--- config.mk ---
export PLATFORM = sky130hd
export DESIGN_NAME = spta_stepper_ramp_generator
export DESIGN_NICKNAME = d
export VERILOG_FILES = /design/src/srg_pkg.sv /design/src/srg_core.sv /design/src/srg_out_buf.sv /design/src/spta_stepper_ramp_generator.sv
export SDC_FILE = /design/constraint.sdc
export NUM_CORES = 1
export LEC_CHECK = 0
export BUFFER_PORTS_ARGS = -buffer_cell sky130_fd_sc_hd__buf_2
export CAP_MARGIN = 20
export CORE_ASPECT_RATIO = 1.1
export CORE_MARGIN = 4
export CORE_UTILIZATION = 55
export DETAILED_ROUTE_END_ITERATION = 8
export GPL_TIMING_DRIVEN = 0
export PLACE_DENSITY = 0.72
export SLEW_MARGIN = 10
export SYNTH_ARGS = -nofsm -noshare
export SYNTH_HDL_FRONTEND = slang
export SYNTH_SLANG_ARGS = --single-unit
--- constraint.sdc ---
create_clock -name clk -period 9.77 [get_ports clk]
set_input_delay 2.931 -clock clk [delete_from_list [all_inputs] [get_ports clk]]
set_output_delay 2.931 -clock clk [all_outputs]
set_load 0.02 [all_outputs]
--- src/srg_pkg.sv ---
// ----------------------------------------------------------------------------
// srg_pkg
// Shared types and constants for the stepper ramp generator: beat layouts,
// motion phase codes, register indexes and datapath widths.
// ----------------------------------------------------------------------------
package srg_pkg;

    localparam int MICROSTEPS = 32;
    localparam int ACC_BITS   = 17;

    localparam int SPEED_W   = 17;
    localparam int MOVE_W    = 24;
    localparam int STEP_W    = 32;
    localparam int CFG_IDX_W = 2;

    // phase and speed accumulator adds, carry out of ACC_BITS
    localparam int ADD_W   = ((ACC_BITS > SPEED_W) ? ACC_BITS : SPEED_W) + 1;
    localparam int CARRY_W = ADD_W - ACC_BITS;
    // speed plus carry, wide enough to see saturation
    localparam int NS_W    = ((SPEED_W > CARRY_W) ? SPEED_W : CARRY_W) + 1;

    localparam logic [SPEED_W-1:0] SPEED_MAX       = {SPEED_W{1'b1}};
    localparam logic [SPEED_W-1:0] MAX_SPEED_RESET = 17'd90000;
    localparam logic [SPEED_W-1:0] ACCEL_RESET     = 17'd10000;

    localparam logic [1:0] PH_IDLE    = 2'd0;
    localparam logic [1:0] PH_ACCEL   = 2'd1;
    localparam logic [1:0] PH_UNIFORM = 2'd2;
    localparam logic [1:0] PH_DECEL   = 2'd3;

    localparam logic [CFG_IDX_W-1:0] REG_MAX_SPEED  = 2'd0;
    localparam logic [CFG_IDX_W-1:0] REG_ACCEL_RATE = 2'd1;

    typedef struct packed {
        logic                     op;
        logic signed [MOVE_W-1:0] move_steps;
    } in_t;

    typedef struct packed {
        logic       step_pulse;
        logic       dir_ccw;
        logic [1:0] phase_code;
        logic       running;
    } out_t;

endpackage

--- src/srg_core.sv ---
// ----------------------------------------------------------------------------
// srg_core
// Motion state and profile arithmetic. Each accepted beat updates the state
// registers and presents its result combinationally.
// ----------------------------------------------------------------------------
module srg_core (
    input  logic                          clk,
    input  logic                          rst_n,
    input  logic                          item_accept,
    input  srg_pkg::in_t                  item,
    input  logic                          cfg_we,
    input  logic [srg_pkg::CFG_IDX_W-1:0] cfg_index,
    input  logic [srg_pkg::SPEED_W-1:0]   cfg_data,
    output srg_pkg::out_t                 result
);
    import srg_pkg::*;

    logic [SPEED_W-1:0]  max_speed_reg, accel_rate_reg;
    logic [SPEED_W-1:0]  lim_latch_reg, lim_latch_next;
    logic [SPEED_W-1:0]  acc_latch_reg, acc_latch_next;
    logic [ACC_BITS-1:0] phase_acc_reg, phase_acc_next;
    logic [ACC_BITS-1:0] speed_acc_reg, speed_acc_next;
    logic [SPEED_W-1:0]  cur_speed_reg, cur_speed_next;
    logic [STEP_W-1:0]   target_steps_reg, target_steps_next;
    logic [STEP_W-2:0]   half_target_reg, half_target_next;
    logic [STEP_W-1:0]   taken_steps_reg, taken_steps_next;
    logic [STEP_W-1:0]   ramp_steps_reg, ramp_steps_next;
    logic [1:0]          motion_phase_reg, motion_phase_next;
    logic                dir_reg, dir_next;
    logic                tick_en_reg, tick_en_next;

    logic [MOVE_W-1:0]  raw;
    logic [MOVE_W-1:0]  mag;
    logic [STEP_W-1:0]  target_new;
    logic [ADD_W-1:0]   phase_sum, speed_sum;
    logic [CARRY_W-1:0] phase_carry, speed_carry;
    logic [NS_W-1:0]    speed_up;
    logic [STEP_W-1:0]  taken_inc;
    logic [STEP_W-1:0]  remaining;
    logic               pulse;

    // config registers
    always_ff @(posedge clk or negedge rst_n)
    begin
        if (!rst_n)
        begin
            max_speed_reg  <= MAX_SPEED_RESET;
            accel_rate_reg <= ACCEL_RESET;
        end
        else if (cfg_we)
        begin
            unique case (cfg_index)
                REG_MAX_SPEED:  max_speed_reg  <= cfg_data;
                REG_ACCEL_RATE: accel_rate_reg <= cfg_data;
                default:        ;
            endcase
        end
    end

    // start beat: magnitude of the step count, scaled to microsteps
    assign raw        = item.move_steps;
    assign mag        = raw[MOVE_W-1] ? (~raw + 1'b1) : raw;
    assign target_new = STEP_W'(STEP_W'(mag) * STEP_W'(MICROSTEPS));

    // tick arithmetic
    assign phase_sum   = ADD_W'(phase_acc_reg) + ADD_W'(cur_speed_reg);
    assign phase_carry = phase_sum[ADD_W-1:ACC_BITS];
    assign speed_sum   = ADD_W'(speed_acc_reg) + ADD_W'(acc_latch_reg);
    assign speed_carry = speed_sum[ADD_W-1:ACC_BITS];
    assign speed_up    = NS_W'(cur_speed_reg) + NS_W'(speed_carry);
    assign pulse       = (phase_carry != '0);
    assign taken_inc   = taken_steps_reg + STEP_W'(pulse);
    // steps left after this tick's pulse is counted
    assign remaining   = target_steps_reg - taken_inc;

    always_comb
    begin
        lim_latch_next    = lim_latch_reg;
        acc_latch_next    = acc_latch_reg;
        phase_acc_next    = phase_acc_reg;
        speed_acc_next    = speed_acc_reg;
        cur_speed_next    = cur_speed_reg;
        target_steps_next = target_steps_reg;
        half_target_next  = half_target_reg;
        taken_steps_next  = taken_steps_reg;
        ramp_steps_next   = ramp_steps_reg;
        motion_phase_next = motion_phase_reg;
        dir_next          = dir_reg;
        tick_en_next      = tick_en_reg;
        result.step_pulse = 1'b0;

        if (item.op)
        begin
            dir_next          = raw[MOVE_W-1];
            target_steps_next = target_new;
            half_target_next  = target_new[STEP_W-1:1];
            lim_latch_next    = max_speed_reg;
            acc_latch_next    = accel_rate_reg;
            motion_phase_next = PH_ACCEL;
            tick_en_next      = 1'b1;
        end
        else if (tick_en_reg)
        begin
            phase_acc_next    = phase_sum[ACC_BITS-1:0];
            result.step_pulse = pulse;
            taken_steps_next  = taken_inc;
            unique case (motion_phase_reg)
                PH_ACCEL:
                begin
                    if (cur_speed_reg >= lim_latch_reg)
                    begin
                        cur_speed_next    = lim_latch_reg;
                        motion_phase_next = PH_UNIFORM;
                    end
                    else
                    begin
                        ramp_steps_next = ramp_steps_reg + STEP_W'(pulse);
                        speed_acc_next  = speed_sum[ACC_BITS-1:0];
                        if (speed_up > NS_W'(SPEED_MAX))
                            cur_speed_next = SPEED_MAX;
                        else
                            cur_speed_next = speed_up[SPEED_W-1:0];
                        // midpoint check; zero-length move leaves on first step
                        if (half_target_reg != '0)
                        begin
                            if (taken_inc > {1'b0, half_target_reg})
                                motion_phase_next = PH_DECEL;
                        end
                        else if (taken_inc != '0)
                        begin
                            motion_phase_next = PH_DECEL;
                        end
                    end
                end
                PH_UNIFORM:
                begin
                    if (remaining < ramp_steps_reg)
                        motion_phase_next = PH_DECEL;
                end
                PH_DECEL:
                begin
                    if (taken_inc >= target_steps_reg)
                    begin
                        motion_phase_next = PH_IDLE;
                    end
                    else
                    begin
                        speed_acc_next = speed_sum[ACC_BITS-1:0];
                        if (speed_carry != '0 && NS_W'(cur_speed_reg) > NS_W'(speed_carry))
                            cur_speed_next = SPEED_W'(NS_W'(cur_speed_reg)
                                                      - NS_W'(speed_carry));
                    end
                end
                PH_IDLE:
                begin
                    // idle tick clears the move and stops the timer
                    lim_latch_next   = '0;
                    phase_acc_next   = '0;
                    speed_acc_next   = '0;
                    ramp_steps_next  = '0;
                    cur_speed_next   = '0;
                    taken_steps_next = '0;
                    tick_en_next     = 1'b0;
                end
            endcase
        end

        result.dir_ccw    = dir_next;
        result.phase_code = motion_phase_next;
        result.running    = tick_en_next;
    end

    always_ff @(posedge clk or negedge rst_n)
    begin
        if (!rst_n)
        begin
            lim_latch_reg    <= '0;
            acc_latch_reg    <= '0;
            phase_acc_reg    <= '0;
            speed_acc_reg    <= '0;
            cur_speed_reg    <= '0;
            target_steps_reg <= '0;
            half_target_reg  <= '0;
            taken_steps_reg  <= '0;
            ramp_steps_reg   <= '0;
            motion_phase_reg <= PH_IDLE;
            dir_reg          <= 1'b0;
            tick_en_reg      <= 1'b0;
        end
        else if (item_accept)
        begin
            lim_latch_reg    <= lim_latch_next;
            acc_latch_reg    <= acc_latch_next;
            phase_acc_reg    <= phase_acc_next;
            speed_acc_reg    <= speed_acc_next;
            cur_speed_reg    <= cur_speed_next;
            target_steps_reg <= target_steps_next;
            half_target_reg  <= half_target_next;
            taken_steps_reg  <= taken_steps_next;
            ramp_steps_reg   <= ramp_steps_next;
            motion_phase_reg <= motion_phase_next;
            dir_reg          <= dir_next;
            tick_en_reg      <= tick_en_next;
        end
    end

endmodule

--- src/srg_out_buf.sv ---
// ----------------------------------------------------------------------------
// srg_out_buf
// Output register with one skid entry. Stall toward the input side is taken
// from the skid flag, so it is registered.
// ----------------------------------------------------------------------------
module srg_out_buf (
    input  logic          clk,
    input  logic          rst_n,
    input  logic          load,
    input  srg_pkg::out_t load_data,
    output logic          full,
    output logic          out_valid,
    input  logic          out_stall,
    output srg_pkg::out_t out_data
);
    import srg_pkg::*;

    logic out_valid_reg;
    logic skid_valid_reg;
    out_t out_data_reg;
    out_t skid_data_reg;
    logic out_take;

    assign out_take  = out_valid_reg && !out_stall;
    assign full      = skid_valid_reg;
    assign out_valid = out_valid_reg;
    assign out_data  = out_data_reg;

    always_ff @(posedge clk or negedge rst_n)
    begin
        if (!rst_n)
        begin
            out_valid_reg  <= 1'b0;
            skid_valid_reg <= 1'b0;
        end
        else if (load)
        begin
            // skid is empty whenever load can be high
            if (!out_valid_reg || out_take)
                out_valid_reg <= 1'b1;
            else
                skid_valid_reg <= 1'b1;
        end
        else if (out_take)
        begin
            if (skid_valid_reg)
                skid_valid_reg <= 1'b0;
            else
                out_valid_reg <= 1'b0;
        end
    end

    always_ff @(posedge clk)
    begin
        if (load)
        begin
            if (!out_valid_reg || out_take)
                out_data_reg <= load_data;
            else
                skid_data_reg <= load_data;
        end
        else if (out_take && skid_valid_reg)
        begin
            out_data_reg <= skid_data_reg;
        end
    end

endmodule

--- src/spta_stepper_ramp_generator.sv ---
// ----------------------------------------------------------------------------
// spta_stepper_ramp_generator
// Accumulator-based stepper ramp: start beats launch a move, tick beats
// advance the phase and speed accumulators and report step pulses.
// ----------------------------------------------------------------------------
// the result of an accepted beat is registered into the output buffer
// throughput: one beat per cycle while in_stall is low; all profile math
//   sits between the state registers and the two-entry output buffer
// in_stall rises only once the output buffer's skid entry is occupied
// reset clears all motion state and the output buffer; max_speed comes up
//   at 90000 and accel_rate at 10000
module spta_stepper_ramp_generator (
    input  logic                          clk,
    input  logic                          rst_n,
    input  logic                          in_valid,
    output logic                          in_stall,
    input  srg_pkg::in_t                  in_data,
    output logic                          out_valid,
    input  logic                          out_stall,
    output srg_pkg::out_t                 out_data,
    input  logic                          cfg_valid,
    output logic                          cfg_ready,
    input  logic [srg_pkg::CFG_IDX_W-1:0] cfg_index,
    input  logic [srg_pkg::SPEED_W-1:0]   cfg_data
);
    import srg_pkg::*;

    logic in_accept;
    logic buf_full;
    out_t result;

    assign cfg_ready = 1'b1;
    assign in_stall  = buf_full;
    assign in_accept = in_valid && !buf_full;

    srg_core u_core (
        .clk         (clk),
        .rst_n       (rst_n),
        .item_accept (in_accept),
        .item        (in_data),
        .cfg_we      (cfg_valid && cfg_ready),
        .cfg_index   (cfg_index),
        .cfg_data    (cfg_data),
        .result      (result)
    );

    srg_out_buf u_out_buf (
        .clk       (clk),
        .rst_n     (rst_n),
        .load      (in_accept),
        .load_data (result),
        .full      (buf_full),
        .out_valid (out_valid),
        .out_stall (out_stall),
        .out_data  (out_data)
    );

endmodule

### After elaboration in Yosys (flattened, before gate mapping)

Cells that the tools add are included.

| cells by class | value |
|---|---|
| add/sub/neg operators | 8 |
| multipliers | 0 |
| div/mod/pow operators | 0 |
| order comparisons | 6 |
| eq/ne operators | 10 |
| shift operators | 0 |
| mux-type cells | 41 |
| bitwise logic cells | 3 |
| reductions and logical operators | 30 |

Operator list:

| kind | number |
|---|---|
| 2-to-1 mux 17 bit | 10 |
| one-hot mux 17 bit (3 select lines) | 2 |
| adder 32 x 1 -> 32 bit | 2 |
| 2-to-1 mux 32 bit | 2 |
| one-hot mux 32 bit (2 select lines) | 1 |
| adder 17 x 17 -> 18 bit | 2 |
| greater-or-equal comparator 32 x 29 -> 1 bit | 1 |
| greater-than comparator 32 x 28 -> 1 bit | 1 |
| less-than comparator 32 bit | 1 |
| nonzero test 32 bit | 1 |
| subtractor 29 x 32 -> 32 bit | 1 |
| nonzero test 31 bit | 1 |
| adder 24 x 1 -> 24 bit (second input constant) | 1 |
| 2-to-1 mux 24 bit | 1 |
| inverter 24 bit | 1 |
| adder 17 x 1 -> 18 bit | 1 |
| greater-than comparator 18 x 17 -> 1 bit (second input constant) | 1 |
| greater-or-equal comparator 17 bit | 1 |
| greater-than comparator 17 x 1 -> 1 bit | 1 |
| subtractor 17 x 1 -> 17 bit | 1 |
| 2-to-1 mux 2 bit | 8 |
| 2-to-1 mux 5 bit | 3 |
| 2-to-1 mux 1 bit | 13 |
| AND reduction 2 bit | 6 |
| other kinds (15) | 35 |

| storage, ports and cells | value |
|---|---|
| register bits after elaboration | 223 |
| latch bits | 0 |
| bits in writable memories | 0 |
| bits in read-only memories | 0 |
| input port bits | 49 |
| output and inout port bits | 8 |
| word-level logic and storage cells | 121 |
| memories kept | 0 |

### Logic depth before layout (Yosys ltp)

Gate-level depths: netlist of the first run.

| depth | value |
|---|---|
| depth after elaboration | 11 |
| depth in mapped cells | 42 |
| depth with buffers taken out | 40 |

### By module

A second synthesis of the first run with hierarchy kept.

| unflattened totals | value |
|---|---|
| cell total of the unflattened synthesis | 1840 |
| area, all modules | 16285.6 µm² |

By module, submodules not included:

| module | instances | cells an instance | area an instance (µm²) | seq. area each (µm²) |
|---|---|---|---|---|
| srg_core | 1 | 1811 | 15772.6 | 5297.6 |
| srg_out_buf | 1 | 26 | 488.0 | 350.3 |
| spta_stepper_ramp_generator | 1 | 3 | 25.0 | 0.0 |

### Worst setup path before layout of the first run

OpenSTA, ideal clock, no wires.

| path | value |
|---|---|
| kind | register -> register |
| start point | register u_core.cur_speed_reg[1] |
| end point | register u_out_buf.out_data_reg (netlist bit u_out_buf.out_data[1]) (data pin) |
| setup time | 137 ps |
| arrival | 7359 ps |
| required time | 9633 ps |
| slack | 2275 ps |
| cell stages (with the launch flop) | 43 |
| path buffers | 2 |
| period minus slack after synthesis | 7495 ps |
| cells stage by stage | dfrtp_1 -> ha_1 -> a21o_1 -> a21oi_1 -> o21bai_1 -> a21oi_1 -> o21bai_1 -> a41o_1 -> o41a_1 -> a31o_2 -> a31oi_1 -> inv_1 -> ha_1 -> ha_1 -> buf_2 -> nand2_1 -> nor2_1 -> buf_2 -> (+7 left out) -> a31oi_1 -> o221ai_1 -> a32oi_1 -> o21ai_0 -> a21o_1 -> a21oi_1 -> xnor2_1 -> ha_1 -> a21o_1 -> a21oi_1 -> o21bai_1 -> a21o_1 -> a21o_1 -> a21oi_1 -> o2111ai_1 -> inv_1 -> o211ai_1 -> nand3_1 |

| on the way | value |
|---|---|
| cells in the longest elaborated chain, start to end | 11 |
| elaborated cells on any way between the ends | 19 |
| those cells by class | 3 x add/sub; 4 x order compare; 11 x mux; 1 x reduce/logical |

Ends and longest elaborated chain:

| item | RTL line | RTL |
|---|---|---|
| from (decl) | srg_core.sv:23 | `logic [SPEED_W-1:0] cur_speed_reg, cur_speed_next;` |
| from (signal assigned) | srg_core.sv:196 | `cur_speed_reg <= cur_speed_next;` |
| parallel branches: the longest is 6 deep, another holds adder 32 x 1 -> 32 bit | - |  |
| one-hot mux 2 bit (3 select lines) * | srg_core.sv:107 | `unique case (motion_phase_reg)` |
| 2-to-1 mux 2 bit * | srg_core.sv:102 | `else if (tick_en_reg)` |
| 2-to-1 mux 2 bit * | srg_core.sv:92 | `if (item.op)` |
| 2-to-1 mux 5 bit * | srg_out_buf.sv:57 | `if (!out_valid_reg \|\| out_take)` |
| 2-to-1 mux 5 bit * | srg_out_buf.sv:55 | `if (load)` |
| to (signal assigned) | srg_out_buf.sv:58 | `out_data_reg <= load_data;` |
| to (signal assigned) | srg_out_buf.sv:64 | `out_data_reg <= skid_data_reg;` |
| to (decl) | srg_out_buf.sv:20 | `out_t out_data_reg;` |

Mark *: on every way between the ends. The select of a mux whose other input is x is not followed.
A chain may end at the register's enable or synchronous reset.

### Worst setup path in the final report of the first run

Same ends and word-level chain as after synthesis.

==> results of run 1 <==
[stage by stage]
step | total power, mW | hold slack, ns | setup TNS [ns] | utilization (%)
finish | 5.49 | 0.477 | 0 | 62.0
global route | 5.94 | 0.496 | -0.00316 | 62.0
CTS | 5.48 | 0.478 | 0 | 62.0
detailed placement | 4.41 | 0.454 | 0 | 58.7
global placement | 4.30 | 0.458 | 0 | 58.6
floorplan | 3.59 | 0.433 | 0 | -
[worst min-delay path by stage]
stage / start / endpoint / slack (ns)
floorplan: u_core.accel_rate_reg[0]$_DFFE_PN0P_ / u_core.acc_latch_reg[0]$_DFFE_PN0P_ / 0.43
detailed placement: u_core.accel_rate_reg[11]$_DFFE_PN0P_ / u_core.acc_latch_reg[11]$_DFFE_PN0P_ / 0.45
CTS: u_core.accel_rate_reg[6]$_DFFE_PN0P_ / u_core.acc_latch_reg[6]$_DFFE_PN0P_ / 0.48
global route: u_core.accel_rate_reg[4]$_DFFE_PN1P_ / u_core.acc_latch_reg[4]$_DFFE_PN0P_ / 0.50
global placement: u_core.accel_rate_reg[3]$_DFFE_PN0P_ / u_core.acc_latch_reg[3]$_DFFE_PN0P_ / 0.46
finish: u_core.acc_latch_reg[8]$_DFFE_PN0P_ / u_core.acc_latch_reg[8]$_DFFE_PN0P_ / 0.48
[cell usage in the layout (no fill, tap or decap), drive strengths merged, types with 35 or more instances in the layout]
master,synthesis,layout
nand2,208,208
dfrtp,199,199
o21ai,168,168
ha,143,143
inv,128,128
nor2,102,102
a21oi,101,101
clkbuf,58,96
buf,20,75
xnor2,71,71
xor2,58,58
mux2,54,54
a21o,51,51
nand3,50,50
nand4,35,35
[area by class of cell]
type                       instances  area [um^2]  share of cell area (%)
tap                              368          460                    2.58
sequential                       223         5650                    31.6
timing repair buffer              55          308                    1.72
buffer                            78          333                    1.86
inverter                         128          480                    2.69
clock inverter                    10          144                   0.806
multi-input combinational       1409         9690                    54.3
clock buffer                      38          797                    4.46
[per-layer routing]
metal  part of all wire [%]  wire [um]  global-route usage, %  up-vias
li1                       -          -                      -     6753
met5                      0          0                      0        -
met4                    4.8       2200                   11.3        0
met1                     42      18900                   35.2     6791
met3                    4.4       2010                   3.25      120
met2                     49      22300                   47.9      337
[cell families (layout without fill, tap and decap cells)]
family          after synthesis  after routing  share of synthesized area [%]
xor+xnor                    130            130                           7.14
compound gates              487            487                           19.2
mux                          57             57                           4.19
buf+inv                     206            309                           5.04
flops                       223            223                           35.0
fa+ha+maj                   147            147                           11.5
other cells                   1              1                         0.0232
simple gates                587            587                           17.9
[power groups by stage]
stage / combinational (mW) / sequential (mW) / clock (mW)
6_report: 2.92 / 1.51 / 1.05
5_1_grt: 3.29 / 1.54 / 1.11
4_1_cts: 2.90 / 1.51 / 1.07
2_1_floorplan: 2.19 / 1.39 / 0
3_5_place_dp: 2.89 / 1.52 / 0
3_3_place_gp: 2.78 / 1.52 / 0
[what timing repair did]
item / 4_1_cts / 5_1_grt
gates resized for setup: 0 / 2
buffers inserted: 0 / 0
setup endpoints to repair: 0 / 3
[worst max-delay path: cells and delay by family, from the launching register on]
family / cells / cell delay, ns
AO/OA/AOI/OAI: 18 / 4.52
XOR/XNOR: 2 / 0.40
buffers and inverters: 4 / 0.68
flip-flops: 1 / 0.52
adder cells (fa/ha/maj): 5 / 1.46
AND/OR/NAND/NOR: 9 / 1.28
==> flow_summary.ini, run 1 <==
[cts]
path_clk_slew_ns = 0.06
numCtsBuffers = 26
clkLatencyLatePin_ns = 0.55
cts_buffer_depth = 3
cts-root-buf = clkbuf_16
cts_htree_levels = 1
clock_sinks = 223
cts_tree = yes
postCtsHoldBufs = 0

[setup_path]
crit_path_top_delay_cell = dfrtp_2
critPathMostFrequentCell = ha_1
r2r-start = u_core.cur_speed_reg[1]$_DFFE_PN0P_
critPathLaunch = u_core.cur_speed_reg[1]$_DFFE_PN0P_
critPathKind = flop to flop
endpoint_kind = flop
cp-endpoint = u_out_buf.out_data[1]$_DFFE_PP_
cp_max_fo = 10
r2r_cells = 38
r2r-end = u_out_buf.out_data[1]$_DFFE_PP_
r2r_slack_ns = 0.61
critPathLaunchType = flop
worst_ep_required_time_ns = 10.05
cp.arrival_ns = 9.44
slowest_delay_ns = 0.52

[final_layout]
insertedDiodeCount = 0
instances_no_fill = 2309
drive_gt1_share_pct = 11.3
area_growth_pct = 10.7
fin_area_um2 = 17900
nets = 2115
fillers = 2507

[synthesis]
yosysUniqueCellTypes = 86
synth_top_area_share_pct = 30.9
async_flop_share_pct = 95.5
yosysSeqAreaShare_pct = 35.0
synth_edf_count = 10
synth_top_area_cell = dfrtp_1
synth_ff_type = dfrtp_1
synth-seq-cells = 223
yosysWarnings = 0
yosys-top-cells-count = nand2_1 (208), dfrtp_1 (199), o21ai_0 (162)
synth_area_leaders = dfrtp_1 (31%), ha_1 (11%), o21ai_0 (5.0%)
postSynthCellCount = 1838
syn_area_um2 = 16100
syn_avg_cell_area_um2 = 8.78
synth_nets = 2032
yosysMostFrequentCell = nand2_1

[placed_design]
dp_slack_ns = 0.432
place_congestion = 0.939
dpl_cell_area_um2 = 16900
hpwl_mm = 34.9
placed_cells = 2261
portBuffers = 54

[timing]
fin_skew_ns = 0.0186
setup_slack_ns = 0.615
fmax_mhz = 109
setup_violations = 0
min_period_ns = 9.16
worst_pin_slew_ns = 1.15
drv_slew = 0
timing.slew.headroom_pct = 23.2
period_share_pct = 93.7
hold_violations = 0

[drt]
via_per_inst = 6.06
wirelength_mm = 45.4
drc = 0
drt_iter0_drc = 941
wl_per_cell_um = 19.7
ant_nets = 0
first_pass_iters = 6
vias = 14000

[power]
p_switching_mw = 2.42
combPwrFrac_pct = 53.2
clkPwrFrac_pct = 19.2
p_seq_share_pct = 27.6
ir_drop_uv = 217
intPower_mw = 3.07
power_density_nw_per_um2 = 307
p_leak_nw = 8.11
swShare_pct = 44.1

[global_routing]
gr-total-overflow = 0
grt_pass1_vias = 13600
antenna_found_initial = 0
gr-usage-all-layers_pct = 27.8
grt_pass1_wl_mm = 72.1
grt_max_degree = 113

[die]
core_um2 = 28800
ioPinCount = 57
die_w_um = 171
start_util_pct = 56.1
die_h_um = 188
dieArea_um2 = 32100
placementRows = 65

[worst_hold_path]
whs_path_depth = 2
hold_class = flop to flop

[run_status]
status = finished, final reports clean

[job]
drv_cap = 0
Power figures use the tool's default switching activity.
==> run 2: changes to the inputs <==
- CORE_UTILIZATION: 55 -> 58
- PLACE_DENSITY: 0.72 -> 0.78
- clock period: 9.77 -> 7.54 ns (I/O delays scaled with it)
==> run 2 against run 1 <==
Effect of this change: the flow now finishes with violations (design-rule violations); final area grew 4.1%; combinational power increased by 40%; first-iteration DRC count up 50%; highest routed layer unchanged; clock power grew 27%; non-clock buffer count increased by 45; worst hold slack worse by 0.0070 ns; worst setup slack got worse by 0.53 ns; maximum frequency increased by 23%.
==> flow_summary.ini, run 2 (same netlist as run 1, synthesis figures left out) <==
[run_status]
status = finished with violations
violations = design-rule violations

[timing]
rsz0062_at_grt = yes
setup_violations = 0
fin_tns_setup_ns = 0
min_period_ns = 7.46
timing.slew.headroom_pct = 25.0
worst_pin_slew_ns = 1.12
hold_violations = 0
setup_slack_ns = 0.0800
period_share_pct = 98.9
drv_slew = 0
fin_skew_ns = 0.0139
fmax_mhz = 134

[setup_path]
r2r-start = u_core.cur_speed_reg[2]$_DFFE_PN0P_
critPathKind = flop to flop
crit_path_top_delay_cell = dfrtp_1
worst_ep_required_time_ns = 7.84
cp_max_fo = 4
critPathLaunch = u_core.cur_speed_reg[2]$_DFFE_PN0P_
slowest_delay_ns = 0.49
critPathLaunchType = flop
r2r_slack_ns = 0.08
cp.arrival_ns = 7.76
endpoint_kind = flop

[power]
p_switching_mw = 3.28
p_seq_share_pct = 26.6
swShare_pct = 44.3
power_density_nw_per_um2 = 398
intPower_mw = 4.12
p_leak_nw = 8.42
ir_drop_uv = 330
combPwrFrac_pct = 55.4
clkPwrFrac_pct = 18.0

[cts]
path_clk_slew_ns = 0.06
clkLatencyLatePin_ns = 0.56
cts-root-buf = clkbuf_16
clock_sinks = 223
cts_htree_levels = 1
cts_tree = yes
numCtsBuffers = 26
cts_buffer_depth = 3

[worst_hold_path]
hold_class = flop to flop
min_from = u_core.accel_rate_reg[5]$_DFFE_PN0P_

[placed_design]
portBuffers = 54
dp_slack_ns = -1.74
place_congestion = 0.994
hpwl_mm = 33.7

[drt]
drt_iter0_drc = 1407
via_per_inst = 6.22
drc = 1
first_pass_iters = 8
wl_per_cell_um = 19.7
ant_nets = 0
vias = 14600
wirelength_mm = 46.2

[final_layout]
mostFrequentLayoutCells = nand2_1 (203), dfrtp_1 (196), o21ai_0 (157), ha_1 (133), inv_1 (124)
insertedDiodeCount = 0
register_area_um2 = 5650
drive_gt1_share_pct = 16.0
final_common_cell = nand2_1
fillers = 2131
nets = 2160
multi_input_area_um2 = 10100
area_growth_pct = 15.2

[global_routing]
antenna_found_initial = 0
grt_pass1_wl_mm = 73.3
grt_max_degree = 103
grt_pass1_vias = 14400
gr-usage-all-layers_pct = 29.1
gr-total-overflow = 0

[die]
ioPinCount = 57
start_util_pct = 59.3
core_um2 = 27200
die_h_um = 183
dieArea_um2 = 30600
die_w_um = 167
placementRows = 63

[job]
drv_cap = 0
[run 2: changes by cell type in the layout (fill, tap and decap cells not counted), moves of 4 or more]
cell	delta
clkbuf_8	-6
nand2_1	-5
buf_4	+44
a21oi_2	+5
nor2_1	-5
inv_2	+4
a21oi_1	-6
o21ai_2	+5
ha_1	-10
ha_4	+10
o21ai_0	-5
inv_1	-4
[run 2: path summary, 6_finish.rpt]
| check | to | cells after the start |
|---|---|---|
| worst min register to register | u_core.acc_latch_reg[5]$_DFFE_PN0P_ | 2 |
| worst max-delay path | u_out_buf.out_data[1]$_DFFE_PP_ | 37 |
| min in group asynchronous | u_core.ramp_steps_reg[27]$_DFFE_PN0P_ | 1 |
| worst min-delay path | u_core.acc_latch_reg[5]$_DFFE_PN0P_ | 2 |
| max in group asynchronous | u_core.accel_rate_reg[10]$_DFFE_PN1P_ | 3 |
| worst max register to register | u_out_buf.out_data[1]$_DFFE_PP_ | 37 |
[run 2: layer usage]
metal	wire length (um)	track usage, %
met1	17900	34.3
met4	3390	18.0
met3	2610	3.84
met5	0	0
met2	22300	50.5
[run 2: worst max-delay path: cells and delay by family (launching register included)]
family	cells	cell delay, ns
compound gates	17	3.51
simple gates	8	1.00
fa+ha+maj	5	1.28
xor+xnor	2	0.34
buf+inv	5	0.56
flops	1	0.49
[run 2: metrics by stage]
stage	hold WS (ns)	power, mW	area [um^2]	util, %	instances
after floorplan	0.433	4.65	16100	-	1838
after global placement	0.455	5.51	16900	62.0	2249
after detailed placement	0.457	5.66	16900	62.2	2251
after CTS	0.472	7.19	18200	66.9	2322
after global routing	0.499	7.97	18600	68.4	2343
final	0.470	7.40	18600	68.4	2343
[run 2: timing repair]
item	4_1_cts	5_1_grt
pin swaps	21	40
hold endpoints to repair	0	0
buffers inserted	24	21
hold buffers	0	0
setup endpoints to repair	39	3
gates resized for setup	44	43
[run 2: final cells by class]
class                   count  share of cell area (%)
clock inverters            18                    1.26
multi-input cells        1409                    54.2
repair buffers            101                    3.69
flip-flops and latches    223                    30.4
well taps                 357                    2.40
inverters                 128                    2.58
plain buffers              77                    1.85
clock buffers              30                    3.63
[run 2: power by group through the flow]
stage | Combinational, mW | Sequential, mW | Clock (mW)
after floorplan | 2.84 | 1.81 | 0
after global placement | 3.56 | 1.95 | 0
after detailed placement | 3.70 | 1.96 | 0
after CTS | 3.89 | 1.95 | 1.34
after global routing | 4.58 | 2.00 | 1.39
final | 4.10 | 1.97 | 1.33
